===== config.mk =====
export PLATFORM = sky130hd
export DESIGN_NAME = siph_final_flat
export DESIGN_NICKNAME = d
export VERILOG_FILES = /design/src/rtl/siph_pkg.sv /design/src/rtl/siph_out_if.sv /design/src/rtl/siph_final.sv /design/src/flat_wrapper.sv
export SDC_FILE = /design/constraint.sdc
export NUM_CORES = 2
export LEC_CHECK = 0
export BUFFER_PORTS_ARGS = -buffer_cell sky130_fd_sc_hd__buf_4
export CAP_MARGIN = 10
export CORE_MARGIN = 2
export CORE_UTILIZATION = 45
export DETAILED_ROUTE_END_ITERATION = 8
export SYNTH_ARGS = -nofsm -noshare
export SYNTH_HDL_FRONTEND = slang
export SYNTH_SLANG_ARGS = --single-unit

===== constraint.sdc =====
create_clock -name i_clk -period 25 [get_ports i_clk]
set_clock_uncertainty 0.1 [all_clocks]
set_input_delay 5 -clock i_clk [delete_from_list [all_inputs] [get_ports i_clk]]
set_output_delay 5 -clock i_clk [all_outputs]
set_load 0.005 [all_outputs]

===== src/rtl/siph_pkg.sv =====
// Shared constants, lane types and SipRound functions for the SipHash-2-4 stream unit.
package siph_pkg;

    // Standard SipHash initialisation constants and the finalisation XOR
    localparam logic [63:0] SIP_INIT_A    = 64'h736f6d6570736575;
    localparam logic [63:0] SIP_INIT_B    = 64'h646f72616e646f6d;
    localparam logic [63:0] SIP_INIT_C    = 64'h6c7967656e657261;
    localparam logic [63:0] SIP_INIT_D    = 64'h7465646279746573;
    localparam logic [63:0] SIP_FINAL_XOR = 64'h00000000000000ff;

    // Configuration register indexes
    typedef enum logic [0:0] {
        CFG_KEY_LOW  = 1'b0,
        CFG_KEY_HIGH = 1'b1
    } t_cfg_idx;

    // The four SipHash lanes
    typedef struct packed {
        logic [63:0] a;
        logic [63:0] b;
        logic [63:0] c;
        logic [63:0] d;
    } t_lanes;

    // Finalisation request from the absorb stage
    typedef struct packed {
        logic   valid;
        t_lanes lanes;
    } t_fin_req;

    function automatic logic [63:0] rotl(input logic [63:0] x, input int unsigned r);
        return (x << r) | (x >> (64 - r));
    endfunction

    function automatic t_lanes sip_round(input t_lanes s);
        t_lanes v;
        v   = s;
        v.a = v.a + v.b;
        v.b = rotl(v.b, 13) ^ v.a;
        v.a = rotl(v.a, 32);
        v.c = v.c + v.d;
        v.d = rotl(v.d, 16) ^ v.c;
        v.a = v.a + v.d;
        v.d = rotl(v.d, 21) ^ v.a;
        v.c = v.c + v.b;
        v.b = rotl(v.b, 17) ^ v.c;
        v.c = rotl(v.c, 32);
        return v;
    endfunction

    function automatic t_lanes sip_round2(input t_lanes s);
        return sip_round(sip_round(s));
    endfunction

endpackage


===== src/rtl/siph_out_if.sv =====
// Hash result channel: valid/ready handshake with the 64-bit hash as payload.
interface siph_out_if;
    logic        valid;
    logic        ready;
    logic [63:0] hash_value;

    modport source (output valid, hash_value, input ready);
    modport sink   (input valid, hash_value, output ready);
endinterface


===== src/rtl/siph_final.sv =====
// Finalisation pipeline: four SipRounds over two stages, fold and output register.
module siph_final
    import siph_pkg::*;
(
    input  logic         i_clk,
    input  logic         i_rst_n,
    input  t_fin_req     i_fin,
    output logic         o_fin_ready,
    siph_out_if.source   o_hash
);

    logic        r_f1_valid;
    t_lanes      r_f1_lanes;
    logic        r_f2_valid;
    t_lanes      r_f2_lanes;
    logic        r_out_valid;
    logic [63:0] r_hash;

    t_lanes      n_f2_lanes;
    t_lanes      f2_mixed;
    logic [63:0] n_hash;
    logic        out_free;
    logic        f2_free;
    logic        f1_free;

    // Stage occupancy: a stage moves on when the one after it is free
    assign out_free    = !r_out_valid || o_hash.ready;
    assign f2_free     = !r_f2_valid || out_free;
    assign f1_free     = !r_f1_valid || f2_free;
    assign o_fin_ready = f1_free;

    always_comb begin
        n_f2_lanes = sip_round2(r_f1_lanes);
        f2_mixed   = sip_round2(r_f2_lanes);
        n_hash     = f2_mixed.a ^ f2_mixed.b ^ f2_mixed.c ^ f2_mixed.d;
    end

    assign o_hash.valid      = r_out_valid;
    assign o_hash.hash_value = r_hash;

    // Valid bits
    always_ff @(posedge i_clk) begin
        if (!i_rst_n) begin
            r_f1_valid  <= 1'b0;
            r_f2_valid  <= 1'b0;
            r_out_valid <= 1'b0;
        end else begin
            if (f1_free) begin
                r_f1_valid <= i_fin.valid;
            end
            if (f2_free) begin
                r_f2_valid <= r_f1_valid;
            end
            if (out_free) begin
                r_out_valid <= r_f2_valid;
            end
        end
    end

    // Payload: advance each stage only when it takes a new beat
    always_ff @(posedge i_clk) begin
        if (i_fin.valid && f1_free) begin
            r_f1_lanes <= i_fin.lanes;
        end
        if (r_f1_valid && f2_free) begin
            r_f2_lanes <= n_f2_lanes;
        end
        if (r_f2_valid && out_free) begin
            r_hash <= n_hash;
        end
    end

endmodule


===== src/flat_wrapper.sv =====
// flat-port wrapper written by rule: the top's interface ports become plain ports
module siph_final_flat import siph_pkg::*;
  (i_clk, i_rst_n, i_fin, o_fin_ready, o_hash_valid, o_hash_hash_value, o_hash_ready);
  siph_out_if o_hash_i ();
  input  logic i_clk;
  input  logic i_rst_n;
  input  t_fin_req i_fin;
  output logic o_fin_ready;
  output wire logic [$bits(o_hash_i.valid)-1:0] o_hash_valid;
  output wire logic [$bits(o_hash_i.hash_value)-1:0] o_hash_hash_value;
  input wire logic [$bits(o_hash_i.ready)-1:0] o_hash_ready;
  assign o_hash_valid = o_hash_i.valid;
  assign o_hash_hash_value = o_hash_i.hash_value;
  assign o_hash_i.ready = o_hash_ready;
  siph_final u_core (.i_clk(i_clk), .i_rst_n(i_rst_n), .i_fin(i_fin), .o_fin_ready(o_fin_ready), .o_hash(o_hash_i));
endmodule

==> results.toml, run 1 <==
[global_route]
grt_start_max_net_pins = 165
grt_overflow_total = 45
grtUsageTotal_pct = 56.1
grt_pass1_wl_um = 695000
grt_pass1_vias = 80775

[place]
hpwlAfterDp_um = 399000
port_buffers = 325
gp_congestion = 1.23

[outcome]
status = "did not finish"
tool.error = "[ERROR GRT-0116] Global routing finished with congestion. Check the congestion regions in the DRC Viewer."
lastStage = "5_1_grt"

[synthesis]
syn_area_per_cell_um2 = 8.71
synth_edf_count = 576
synthTopCellsByCount = "xor2_1, a21oi_1, ha_1, xnor2_1, a21o_1"
yosysUniqueCellTypes = 94
synthArstFlopShare_pct = 0
synth_ff_type = "edfxtp_1"
seq_area_frac_synth_pct = 22.0
synthMostInstantiatedCell = "xor2_1"
syn-instance-count = 9063
synth_top_area_share_pct = 21.9
syn-num-nets = 10282
syn-cell-area_mm2 = 0.0789
yosysWarnings = 0
synth_top_area_cell = "edfxtp_1"
synth_area_leaders = "edfxtp_1, ha_1, xor2_1, xnor2_1, a21oi_1"
synth_seq_cells = 579

[clocking]
ctsResizeCount = 0
clk_path_buf_depth = 3
cts_buffers = 67
cts_root_buf = "clkbuf_16"
cts_setup_buffers = 0
numClockSinks = 579
htreeDepth = 3
cts_hold_buf = 0

[floorplanning]
placement_rows = 153
die_x_um = 423
pin_count = 326
die_h_um = 423
initial_utilization_pct = 45.3
-- through the flow --
step	setup WS, ns	std cells	utilization (%)	area, um2
2_1_floorplan	0.125	9063	-	78900
3_3_place_gp	9.62	11552	48.3	84000
3_5_place_dp	9.53	11555	48.3	84000
4_1_cts	9.48	11672	49.5	86200
-- kinds of logic after synthesis --
group	count (synthesis)	synth area share [%]
muxes	6	0.0777
and+or+nand+nor	1909	11.8
buffers and inverters	580	2.77
AOI/OAI and AO/OA	3042	24.8
DFF	579	22.0
adders and majority gates	960	15.4
xor gates and xnor gates	1987	23.2
-- layer usage --
metal	GRT overflow	global-route usage, %
met3	1	26.6
met4	21	63.6
met5	0	3.41
met1	0	55.0
met2	23	81.7
==> run 2: changes to the inputs <==
Settings changed: CORE_UTILIZATION 45 to 30, PLACE_DENSITY_LB_ADDON set to 0.15.
Clock period 25 ns to 32.5 ns, I/O delays scaled along.
==> run 2 against run 1 <==
  * The flow now finishes, with violations (capacitance limit, slew limit)
  * Synthesized cell count stayed put
  * Synthesized area stayed put
==> results.toml, run 2 <==
[clocking]
cts_buffers = 71
ctsResizeCount = 0
cts_setup_buffers = 0
htreeDepth = 3
cts_hold_buf = 0
clk_path_buf_depth = 3
numClockSinks = 579
cts_root_buf = "clkbuf_16"
clock_latency_ns = 0.81
cts_tree = "built"
clk_pin_slew_ns = 0.06

[synthesis]
synth_top_area_cell = "edfxtp_1"
synth_area_leaders = "edfxtp_1, ha_1, xor2_1, xnor2_1, a21oi_1"
synthArstFlopShare_pct = 0
synthMostInstantiatedCell = "xor2_1"
syn-cell-area_mm2 = 0.0789
synth_ff_type = "edfxtp_1"
yosysWarnings = 0
synth_seq_cells = 579
seq_area_frac_synth_pct = 22.0
syn-instance-count = 9063
synthTopCellsByCount = "xor2_1, a21oi_1, ha_1, xnor2_1, a21o_1"
yosysUniqueCellTypes = 94
syn-num-nets = 10282
synth_edf_count = 576
synth_top_area_share_pct = 21.9
syn_area_per_cell_um2 = 8.71

[timing]
finalSetupViolCount = 0
finalCritPeriodShare_pct = 53.4
worst_pin_slew_ns = 1.53
rsz0062_at_grt = "no"
fmaxAchievable_mhz = 57.7
final.setup.tns_ns = 0
hold_viol_final = 0
relSlewSlack_pct = -2.24
slew_violations = 5
post-route-min-period_ns = 17.34

[critical_path]
reg2reg_to = "u_core.r_f2_lanes[181]$_DFFE_PP_"
worstSetupPathType = "reg -> reg"
critPathTopFamily = "compound AO/OA/AOI/OAI gates"
cp-end-kind = "register"
worst_path_max_delay_cell = "a31oi_1"
reg2reg_slack_ns = 15.16
required_ns = 32.82
critical_path.startpoint_type = "register"
crit_path_max_fanout = 6
slowest_delay_ns = 1.03
cp_num_buf_inv = 2
arrival_ns = 17.66
rr_startpoint = "u_core.r_f1_lanes[134]$_DFFE_PP_"
rr_worst_depth = 43

[routing]
remaining_drc_errors = 0
via_per_inst = 5.95
dr.first_iter.drc_count = 7144
dr.pass1.iters = 6
vias = 77438
wl_per_cell_um = 42.6
routed_wl_um = 554000
ant_nets = 0

[global_route]
antenna_found_initial = 31
grt_pass1_vias = 76585
grt_pass1_wl_um = 719000
grtUsageTotal_pct = 40.7
grt_start_max_net_pins = 77
grt_overflow_total = 0

[outcome]
status = "finished with violations"
violations = "capacitance limit, slew limit"

[cells_and_area]
fill_cells = 27600
final_cell_mix = "xor2_1, a21oi_1, ha_1, xnor2_1, a21o_1"
area_growth_pct = 13.4
final_nets = 10642
drive_gt1_share_pct = 8.28
layout_commonest_cell = "xor2_1"

[place]
gp_congestion = 1.13
port_buffers = 325
hpwlAfterDp_um = 492000

[floorplanning]
die_x_um = 517
die_h_um = 517
pin_count = 326
die_area_mm2 = 0.267
initial_utilization_pct = 30.1
core_mm2 = 0.262
placement_rows = 188

[hold_path]
min_path_type = "reg -> reg"
hold_end = "u_core.r_f2_valid$_SDFFE_PN0P_"
holdCritStartpoint = "u_core.r_f1_valid$_SDFFE_PN0N_"
min_path_cells = 2

[run]
max-cap-violations = 1
-- run 2: cell counts after synthesis --
No cell type changed its count.
-- run 2: metal layers --
| metal | up-vias | global-route usage (%) | routed length (um) |
|---|---|---|---|
| li1 | 34066 | - | - |
| met1 | 37499 | 36.9 | 174000 |
| met2 | 4007 | 69.5 | 264000 |
| met3 | 1852 | 8.04 | 29100 |
| met4 | 14 | 51.5 | 87300 |
| met5 | - | 0.0180 | 87 |
-- run 2: layout make-up --
type / instances / area [um2] / area share [%]
diodes: 26 / 65.1 / 0.0727
clock buffers: 81 / 1810 / 2.03
clock inverters: 44 / 523 / 0.585
inverters: 346 / 1300 / 1.45
multi-input cells: 7904 / 59900 / 67.0
flip-flops and latches: 579 / 17400 / 19.4
well taps: 3515 / 4400 / 4.92
repair buffers: 521 / 4050 / 4.53
-- run 2: worst max-delay path by stage --
| stage | from | to | slack, ns | cells after the start |
|---|---|---|---|---|
| floorplan | o_hash_ready | u_core.r_f2_lanes[0]$_DFFE_PP_ | 6.12 | 2 |
| global placement | u_core.r_f2_lanes[147]$_DFFE_PP_ | u_core.o_hash.hash_value[41]$_DFFE_PP_ | 15.10 | 43 |
| detailed placement | u_core.r_f1_lanes[134]$_DFFE_PP_ | u_core.r_f2_lanes[181]$_DFFE_PP_ | 15.87 | 43 |
| CTS | u_core.r_f1_lanes[134]$_DFFE_PP_ | u_core.r_f2_lanes[181]$_DFFE_PP_ | 15.81 | 43 |
| global route | u_core.r_f1_lanes[134]$_DFFE_PP_ | u_core.r_f2_lanes[62]$_DFFE_PP_ | 15.21 | 49 |
| finish | u_core.r_f1_lanes[134]$_DFFE_PP_ | u_core.r_f2_lanes[181]$_DFFE_PP_ | 15.16 | 43 |
-- run 2: worst register-to-register path, delay by kind of cell (launching register included) --
kind	cells	cell delay [ns]
XOR/XNOR	6	3.43
adder cells (fa/ha/maj)	4	1.87
AO/OA/AOI/OAI	24	9.44
AND/OR/NAND/NOR	7	1.30
flip-flops	1	0.45
buffers and inverters	2	0.45
-- run 2: per-stage QoR --
step	cell area, um2	hold WS (ns)	util (%)	worst slack (ns)	cells
6_report	89400	0.486	34.1	15.16	13016
2_1_floorplan	78900	0.398	-	6.12	9063
3_5_place_dp	86600	0.482	33.0	15.87	12839
5_1_grt	89400	0.527	34.1	15.21	12995
4_1_cts	88900	0.489	33.9	15.81	12964
3_3_place_gp	86400	0.455	33.0	15.10	12829
-- run 2: kinds of logic (layout without fill, tap and decap cells) --
kind of cell	after synthesis	count (layout)	synth area share, %
adder cells (fa/ha/maj)	960	960	15.4
AO/OA/AOI/OAI	3042	3042	24.8
XOR/XNOR	1987	1987	23.2
buffers and inverters	580	992	2.77
AND/OR/NAND/NOR	1909	1909	11.8
multiplexers	6	6	0.0777
other	0	26	0
flip-flops	579	579	22.0
Power of run 2 is left out: the tool's default activity adds up to more than one toggle a clock period on the data nets, which glitch-free logic cannot reach.
