<file path="src/rtl/siph_pkg.sv">
// Shared constants, lane types and SipRound functions for the SipHash-2-4 stream unit.
package siph_pkg;

    // Standard SipHash initialisation constants and the finalisation XOR
    localparam logic [63:0] SIP_INIT_A    = 64'h736f6d6570736575;
    localparam logic [63:0] SIP_INIT_B    = 64'h646f72616e646f6d;
    localparam logic [63:0] SIP_INIT_C    = 64'h6c7967656e657261;
    localparam logic [63:0] SIP_INIT_D    = 64'h7465646279746573;
    localparam logic [63:0] SIP_FINAL_XOR = 64'h00000000000000ff;

    // Configuration register indexes
    typedef enum logic [0:0] {
        CFG_KEY_LOW  = 1'b0,
        CFG_KEY_HIGH = 1'b1
    } t_cfg_idx;

    // The four SipHash lanes
    typedef struct packed {
        logic [63:0] a;
        logic [63:0] b;
        logic [63:0] c;
        logic [63:0] d;
    } t_lanes;

    // Finalisation request from the absorb stage
    typedef struct packed {
        logic   valid;
        t_lanes lanes;
    } t_fin_req;

    function automatic logic [63:0] rotl(input logic [63:0] x, input int unsigned r);
        return (x << r) | (x >> (64 - r));
    endfunction

    function automatic t_lanes sip_round(input t_lanes s);
        t_lanes v;
        v   = s;
        v.a = v.a + v.b;
        v.b = rotl(v.b, 13) ^ v.a;
        v.a = rotl(v.a, 32);
        v.c = v.c + v.d;
        v.d = rotl(v.d, 16) ^ v.c;
        v.a = v.a + v.d;
        v.d = rotl(v.d, 21) ^ v.a;
        v.c = v.c + v.b;
        v.b = rotl(v.b, 17) ^ v.c;
        v.c = rotl(v.c, 32);
        return v;
    endfunction

    function automatic t_lanes sip_round2(input t_lanes s);
        return sip_round(sip_round(s));
    endfunction

endpackage

</file>
<file path="src/rtl/siph_in_if.sv">
// Message word channel: valid/ready handshake with one message beat as payload.
interface siph_in_if;
    logic        valid;
    logic        ready;
    logic [63:0] msg_word;
    logic        is_last;
    logic [2:0]  tail_bytes;

    modport source (output valid, msg_word, is_last, tail_bytes, input ready);
    modport sink   (input valid, msg_word, is_last, tail_bytes, output ready);
endinterface

</file>
<file path="src/rtl/siph_absorb.sv">
// Absorb stage: input register, lane state, byte count and two SipRounds per beat.
module siph_absorb
    import siph_pkg::*;
(
    input  logic         i_clk,
    input  logic         i_rst_n,
    siph_in_if.sink      i_msg,
    input  logic [63:0]  i_key_low,
    input  logic [63:0]  i_key_high,
    output t_fin_req     o_fin,
    input  logic         i_fin_ready
);

    logic        r_s0_valid;
    logic [63:0] r_word;
    logic        r_last;
    logic [2:0]  r_tail;
    t_lanes      r_lanes;
    logic [7:0]  r_len;
    logic        r_in_msg;

    t_lanes      src_lanes;
    t_lanes      n_lanes;
    t_lanes      mixed;
    logic [7:0]  src_len;
    logic [7:0]  n_len;
    logic [63:0] tail_mask;
    logic [63:0] block;
    logic        s0_adv;
    logic        s0_free;

    // Build the block, mix it in with two rounds
    always_comb begin
        src_lanes.a = SIP_INIT_A ^ i_key_low;
        src_lanes.b = SIP_INIT_B ^ i_key_high;
        src_lanes.c = SIP_INIT_C ^ i_key_low;
        src_lanes.d = SIP_INIT_D ^ i_key_high;
        if (r_in_msg) begin
            src_lanes = r_lanes;
        end
        src_len = r_in_msg ? r_len : 8'd0;
        n_len   = src_len + (r_last ? {5'd0, r_tail} : 8'd8);

        for (int i = 0; i < 8; i++) begin
            tail_mask[8*i +: 8] = (3'(i) < r_tail) ? 8'hff : 8'h00;
        end
        block = r_last ? ((r_word & tail_mask) | {n_len, 56'd0}) : r_word;

        mixed   = src_lanes;
        mixed.d = mixed.d ^ block;
        mixed   = sip_round2(mixed);
        mixed.a = mixed.a ^ block;
        n_lanes = mixed;
    end

    // Handshake: a full word always retires, a last beat waits for the final stage
    assign s0_adv      = r_s0_valid && (!r_last || i_fin_ready);
    assign s0_free     = !r_s0_valid || s0_adv;
    assign i_msg.ready = s0_free;

    always_comb begin
        o_fin.valid     = r_s0_valid && r_last;
        o_fin.lanes     = n_lanes;
        o_fin.lanes.c   = n_lanes.c ^ SIP_FINAL_XOR;
    end

    // Control registers
    always_ff @(posedge i_clk) begin
        if (!i_rst_n) begin
            r_s0_valid <= 1'b0;
            r_in_msg   <= 1'b0;
        end else begin
            if (s0_free) begin
                r_s0_valid <= i_msg.valid;
            end
            if (s0_adv) begin
                r_in_msg <= !r_last;
            end
        end
    end

    // Payload and lane registers
    always_ff @(posedge i_clk) begin
        if (i_msg.valid && s0_free) begin
            r_word <= i_msg.msg_word;
            r_last <= i_msg.is_last;
            r_tail <= i_msg.tail_bytes;
        end
        if (s0_adv) begin
            r_lanes <= n_lanes;
            r_len   <= n_len;
        end
    end

endmodule

</file>
<file path="src/flat_wrapper.sv">
// flat-port wrapper written by rule: the top's interface ports become plain ports
module siph_absorb_flat import siph_pkg::*;
  (i_clk, i_rst_n, i_key_low, i_key_high, o_fin, i_fin_ready, i_msg_valid, i_msg_msg_word, i_msg_is_last, i_msg_tail_bytes, i_msg_ready);
  siph_in_if i_msg_i ();
  input  logic i_clk;
  input  logic i_rst_n;
  input  logic [63:0] i_key_low;
  input  logic [63:0] i_key_high;
  output t_fin_req o_fin;
  input  logic i_fin_ready;
  input wire logic [$bits(i_msg_i.valid)-1:0] i_msg_valid;
  input wire logic [$bits(i_msg_i.msg_word)-1:0] i_msg_msg_word;
  input wire logic [$bits(i_msg_i.is_last)-1:0] i_msg_is_last;
  input wire logic [$bits(i_msg_i.tail_bytes)-1:0] i_msg_tail_bytes;
  output wire logic [$bits(i_msg_i.ready)-1:0] i_msg_ready;
  assign i_msg_i.valid = i_msg_valid;
  assign i_msg_i.msg_word = i_msg_msg_word;
  assign i_msg_i.is_last = i_msg_is_last;
  assign i_msg_i.tail_bytes = i_msg_tail_bytes;
  assign i_msg_ready = i_msg_i.ready;
  siph_absorb u_core (.i_clk(i_clk), .i_rst_n(i_rst_n), .i_msg(i_msg_i), .i_key_low(i_key_low), .i_key_high(i_key_high), .o_fin(o_fin), .i_fin_ready(i_fin_ready));
endmodule
</file>
<file path="config.mk">
export PLATFORM = sky130hd
export DESIGN_NAME = siph_absorb_flat
export DESIGN_NICKNAME = d
export VERILOG_FILES = /design/src/rtl/siph_pkg.sv /design/src/rtl/siph_in_if.sv /design/src/rtl/siph_absorb.sv /design/src/flat_wrapper.sv
export SDC_FILE = /design/constraint.sdc
export NUM_CORES = 2
export LEC_CHECK = 0
export BUFFER_PORTS_ARGS = -buffer_cell sky130_fd_sc_hd__buf_2
export CAP_MARGIN = 30
export CORE_AREA = 3 3 251 377
export CTS_BUF_LIST = sky130_fd_sc_hd__clkbuf_4 sky130_fd_sc_hd__clkbuf_8
export CTS_CLUSTER_DIAMETER = 100
export DETAILED_ROUTE_END_ITERATION = 8
export DIE_AREA = 0 0 254 380
export PLACE_DENSITY = 0.81
export SLEW_MARGIN = 20
export SYNTH_ARGS = -nofsm -noshare
export SYNTH_HDL_FRONTEND = slang
export SYNTH_SLANG_ARGS = --single-unit
</file>
<file path="constraint.sdc">
create_clock -name i_clk -period 34 [get_ports i_clk]
set_clock_uncertainty 0.05 [all_clocks]
set_input_delay 5.1 -clock i_clk [delete_from_list [all_inputs] [get_ports i_clk]]
set_output_delay 5.1 -clock i_clk [all_outputs]
set_load 0.1 [all_outputs]
</file>
==> results of run 1 <==
[kinds of logic after synthesis]
| group | after synthesis | share of synthesized area (%) |
|---|---|---|
| AO/OA/AOI/OAI | 1699 | 22.5 |
| AND/OR/NAND/NOR | 1244 | 12.5 |
| XOR/XNOR | 1128 | 21.6 |
| buffers and inverters | 666 | 7.11 |
| adder cells (fa/ha/maj) | 516 | 13.5 |
| flip-flops | 334 | 20.7 |
| multiplexers | 96 | 2.08 |
[Yosys cell counts (45+ instances only)]
| master | count |
|---|---|
| a211oi_1 | 45 |
| a21o_1 | 380 |
| a21oi_1 | 554 |
| and3_1 | 50 |
| buf_4 | 249 |
| clkbuf_1 | 108 |
| edfxtp_1 | 332 |
| ha_1 | 505 |
| inv_1 | 291 |
| mux2i_1 | 63 |
| nand2_1 | 400 |
| nand2b_1 | 94 |
| nand3_1 | 99 |
| nand4_1 | 80 |
| nor2_1 | 250 |
| nor2b_1 | 84 |
| nor3_1 | 57 |
| o21a_1 | 50 |
| o21ai_0 | 283 |
| o21bai_1 | 98 |
| xnor2_1 | 538 |
| xor2_1 | 547 |
[per-stage QoR]
stage	instance area (µm²)	worst slack, ns
2_1_floorplan	48400	8.53
3_3_place_gp	50500	6.49
3_5_place_dp	50800	6.32
4_1_cts	52000	6.23
[layer usage]
layer	track usage, %	overflow
met2	89.3	162
met5	13.1	1
met1	72.2	7
met3	48.7	8
met4	70.4	103
==> flow_summary_export.csv, run 1 <==
group,metric,value,unit
outcome,lastStage,"global routing (5_1_grt)",
yosys,syn_area,48400,µm²
floorplanning,die_width,254,µm
placed_design,io_buffers,457,
yosys,ys_async_sr_fraction,0,%
yosys,ys_seq_area_share,20.7,%
placed_design,place_hpwl,256,mm
cts,cts_hold_buffers,0,
floorplanning,pin_count,458,
outcome,status,"aborted with a tool error",
yosys,synthesis.nets,6397,
yosys,synth_cell_types,95,
global_routing,grt_max_degree,73,
yosys,synth-edff-count,332,
outcome,firstError,"[ERROR GRT-0116] Global routing finished with congestion. Check the congestion regions in the DRC Viewer.",
global_routing,grt_pass1_wl,485,mm
floorplanning,start_util,52.8,%
yosys,synth_warnings,0,
yosys,synth.avg_cell_area,8.51,µm²
cts,cts_resized,0,
cts,numCtsBuffers,54,
cts,post_cts_buffers,0,
cts,clock_path_buffers,3,
placed_design,place_congestion,1.28,
cts,cts_root_buf,"clkbuf_8",
yosys,yosys.area.top_type,"edfxtp_1",
floorplanning,rows,136,
yosys,ys_seq_elements,334,
cts,clock-sinks,334,
cts,h-tree-depth,2,
placed_design,place_inst,7056,
yosys,synth_flop_cell,"edfxtp_1",
yosys,synth_top_area_share,20.6,%
yosys,synth.area.top_cells,"edfxtp_1, ha_1, xor2_1",
global_routing,grt_usage,70.2,%
global_routing,grt_pass1_vias,55400,
floorplanning,fp.dieH,380,µm
global_routing,grt.overflow.total,281,
yosys,synthCells,5683,
==> run 2: changes to the inputs <==
CORE_AREA = 3 3 361 363   (was 3 3 251 377)
CTS_BUF_LIST = unset   (was sky130_fd_sc_hd__clkbuf_4 sky130_fd_sc_hd__clkbuf_8)
CTS_CLUSTER_DIAMETER = unset   (was 100)
DIE_AREA = 0 0 364 366   (was 0 0 254 380)
PLACE_DENSITY = unset   (was 0.81)
PLACE_DENSITY_LB_ADDON = 0.15   (was unset)
==> flow_summary_export.csv, run 2 <==
group,metric,value,unit
outcome,status,"completed",
floorplanning,fp.coreArea,127000,µm²
layout,final_core_utilization,41.9,%
layout,stdcell_count,7684,
cts,clk_pin_slew,0.06,ns
global_routing,grt_pass1_vias,44500,
cts,cts_tree,"built",
routing,drc,0,
cts,clock_latency,0.65,ns
setup_path,cp.required,28.85,ns
setup_path,cp_slowest_cell,"xor2_1",
setup_path,path_class,"in2out",
setup_path,critical-path-top-delay-family,"compound AO/OA/AOI/OAI gates",
sta,post-route-min-period,29.90,ns
global_routing,grt_max_degree,107,
cts,cts_hold_buffers,0,
yosys,synth_common_cells,"a21oi_1, xor2_1, xnor2_1",
setup_path,worst-path-stages,56,
setup_path,critical-path-max-stage-delay,0.85,ns
setup_path,timing.rr.end,"u_core.r_lanes[185]$_DFFE_PP_",
routing,ant_nets,0,
setup_path,reg2reg_depth,53,
yosys,ys_seq_area_share,20.7,%
cts,post_cts_buffers,0,
global_routing,grt_usage,44.2,%
layout,final_cell_mix,"a21oi_1, xor2_1, xnor2_1, ha_1, buf_2",
setup_path,critPathCaptureType,"output port",
routing,vias,48300,
cts,cts_resized,0,
yosys,synth_cell_types,95,
cts,numCtsBuffers,43,
yosys,yosys.area.top_type,"edfxtp_1",
routing,wl,306,mm
sta,hold_viol,0,
min_path,hp-class,"reg2reg",
floorplanning,die_area,133000,µm²
cts,h-tree-depth,2,
layout,fin_nets,6692,
placed_design,place_hpwl,273,mm
yosys,synth.area.top_cells,"edfxtp_1, ha_1, xor2_1",
min_path,holdCritStartpoint,"u_core.r_s0_valid$_SDFFE_PN0N_",
setup_path,cp_max_fo,7,
run,maxCapViolCount,0,
yosys,yosysMostFrequentCell,"a21oi_1",
floorplanning,rows,131,
yosys,synth.avg_cell_area,8.51,µm²
setup_path,r2r_start,"u_core.r_in_msg$_SDFFE_PN0P_",
yosys,synthCells,5683,
setup_path,cp-endpoint,"o_fin[185]",
yosys,synthesis.nets,6397,
yosys,synth-edff-count,332,
yosys,synth_warnings,0,
global_routing,grt_pass1_wl,397,mm
placed_design,io_buffers,457,
placed_design,place_congestion,1.13,
layout,drive_gt1_share,13.5,%
sta,slew_viol_final,0,
sta,fin_setup_tns,0,ns
global_routing,grt.overflow.total,0,
yosys,syn_area,48400,µm²
layout,top_register,"u_core.r_lanes",
floorplanning,pin_count,458,
setup_path,cp-startpoint,"i_key_high[12]",
sta,fmax,33.4,MHz
floorplanning,start_util,38.0,%
routing,drt_iter0_drc,6623,
cts,cts_root_buf,"clkbuf_16",
sta,maxSlewHeadroom,17.9,%
sta,fin_crit_sh,88.0,%
layout,fillers,13000,
sta,finalSetupViolCount,0,
yosys,synth_top_area_share,20.6,%
sta,holdWs,0.562,ns
routing,viasPerCell,6.28,
sta,grt_setup_unrepaired,"no",
routing,drt_pass1_iterations,8,
yosys,synth_flop_cell,"edfxtp_1",
routing,wl_per_cell,39.8,µm
setup_path,start_kind,"primary input",
layout,largest_register_ffs,256,
yosys,ys_async_sr_fraction,0,%
layout,mostFrequentLayoutCell,"a21oi_1",
cts,clock_path_buffers,3,
floorplanning,fp.dieH,366,µm
sta,worstMarginPinSlew,1.23,ns
floorplanning,die_width,364,µm
placed_design,place_inst,7578,
layout,area_growth,10.2,%
setup_path,cp.buffers_inverters,5,
yosys,ys_seq_elements,334,
setup_path,arrival,24.75,ns
cts,clock-sinks,334,
global_routing,antenna_found_initial,28,
layout,top_regs,"u_core.r_lanes (256), u_core.r_word (64), u_core.r_len (8)",
setup_path,reg2reg_slack,13.28,ns
setup_path,cpMostUsedCell,"a21o_1",
-- run 2: cell counts after synthesis --
No cell type changed its count.
-- run 2: area by class of cell --
cell class / count / area [µm²] / area share, %
inverter: 291 / 1090 / 2.05
clock buffer: 52 / 1160 / 2.18
tap: 1662 / 2080 / 3.90
multi-input combinational: 4683 / 35200 / 65.9
sequential: 334 / 10000 / 18.8
timing repair buffer: 625 / 3560 / 6.68
clock inverter: 24 / 236 / 0.443
antenna: 13 / 32.5 / 0.0610
-- run 2: kinds of logic (layout without fill, tap and decap cells) --
logic type / after synthesis / after routing / share of synthesized area (%)
compound gates: 1699 / 1699 / 22.5
simple gates: 1244 / 1244 / 12.5
xor+xnor: 1128 / 1128 / 21.6
buf+inv: 666 / 992 / 7.11
fa+ha+maj: 516 / 516 / 13.5
flops: 334 / 334 / 20.7
mux: 96 / 96 / 2.08
other cells: 0 / 13 / 0
-- run 2: per-layer routing --
metal  share of wire (%)  up-vias  track usage [%]
met2                  40     3116             61.7
met3                  11      663             13.7
met4                 8.6       20             31.2
met1                  40    23700             57.3
met5               0.048        -                0
li1                    -    20800                -
-- run 2: worst min-delay path, stage by stage (launching register included) --
cell      delay (ns)
dfxtp_1         0.37
nand3_1         0.11
a21boi_0        0.08
-- run 2: how the worst min path moves through the flow --
stage	end	cells past startpoint	slack [ns]
after floorplan	u_core.r_in_msg$_SDFFE_PN0P_	3	0.50
after global placement	u_core.r_s0_valid$_SDFFE_PN0N_	2	0.56
after detailed placement	u_core.r_s0_valid$_SDFFE_PN0N_	2	0.55
after CTS	u_core.r_s0_valid$_SDFFE_PN0N_	2	0.57
after global routing	u_core.r_s0_valid$_SDFFE_PN0N_	2	0.64
final	u_core.r_s0_valid$_SDFFE_PN0N_	2	0.56
-- run 2: per-stage QoR --
stage	worst slack, ns	instance area, µm²
global placement	4.23	51300
detailed placement	5.32	51800
finish	4.10	53300
floorplan	8.53	48400
global route	4.60	53300
CTS	5.22	53200
Power of run 2 is left out: the tool's default activity adds up to more than one toggle a clock period on the data nets, which glitch-free logic cannot reach.
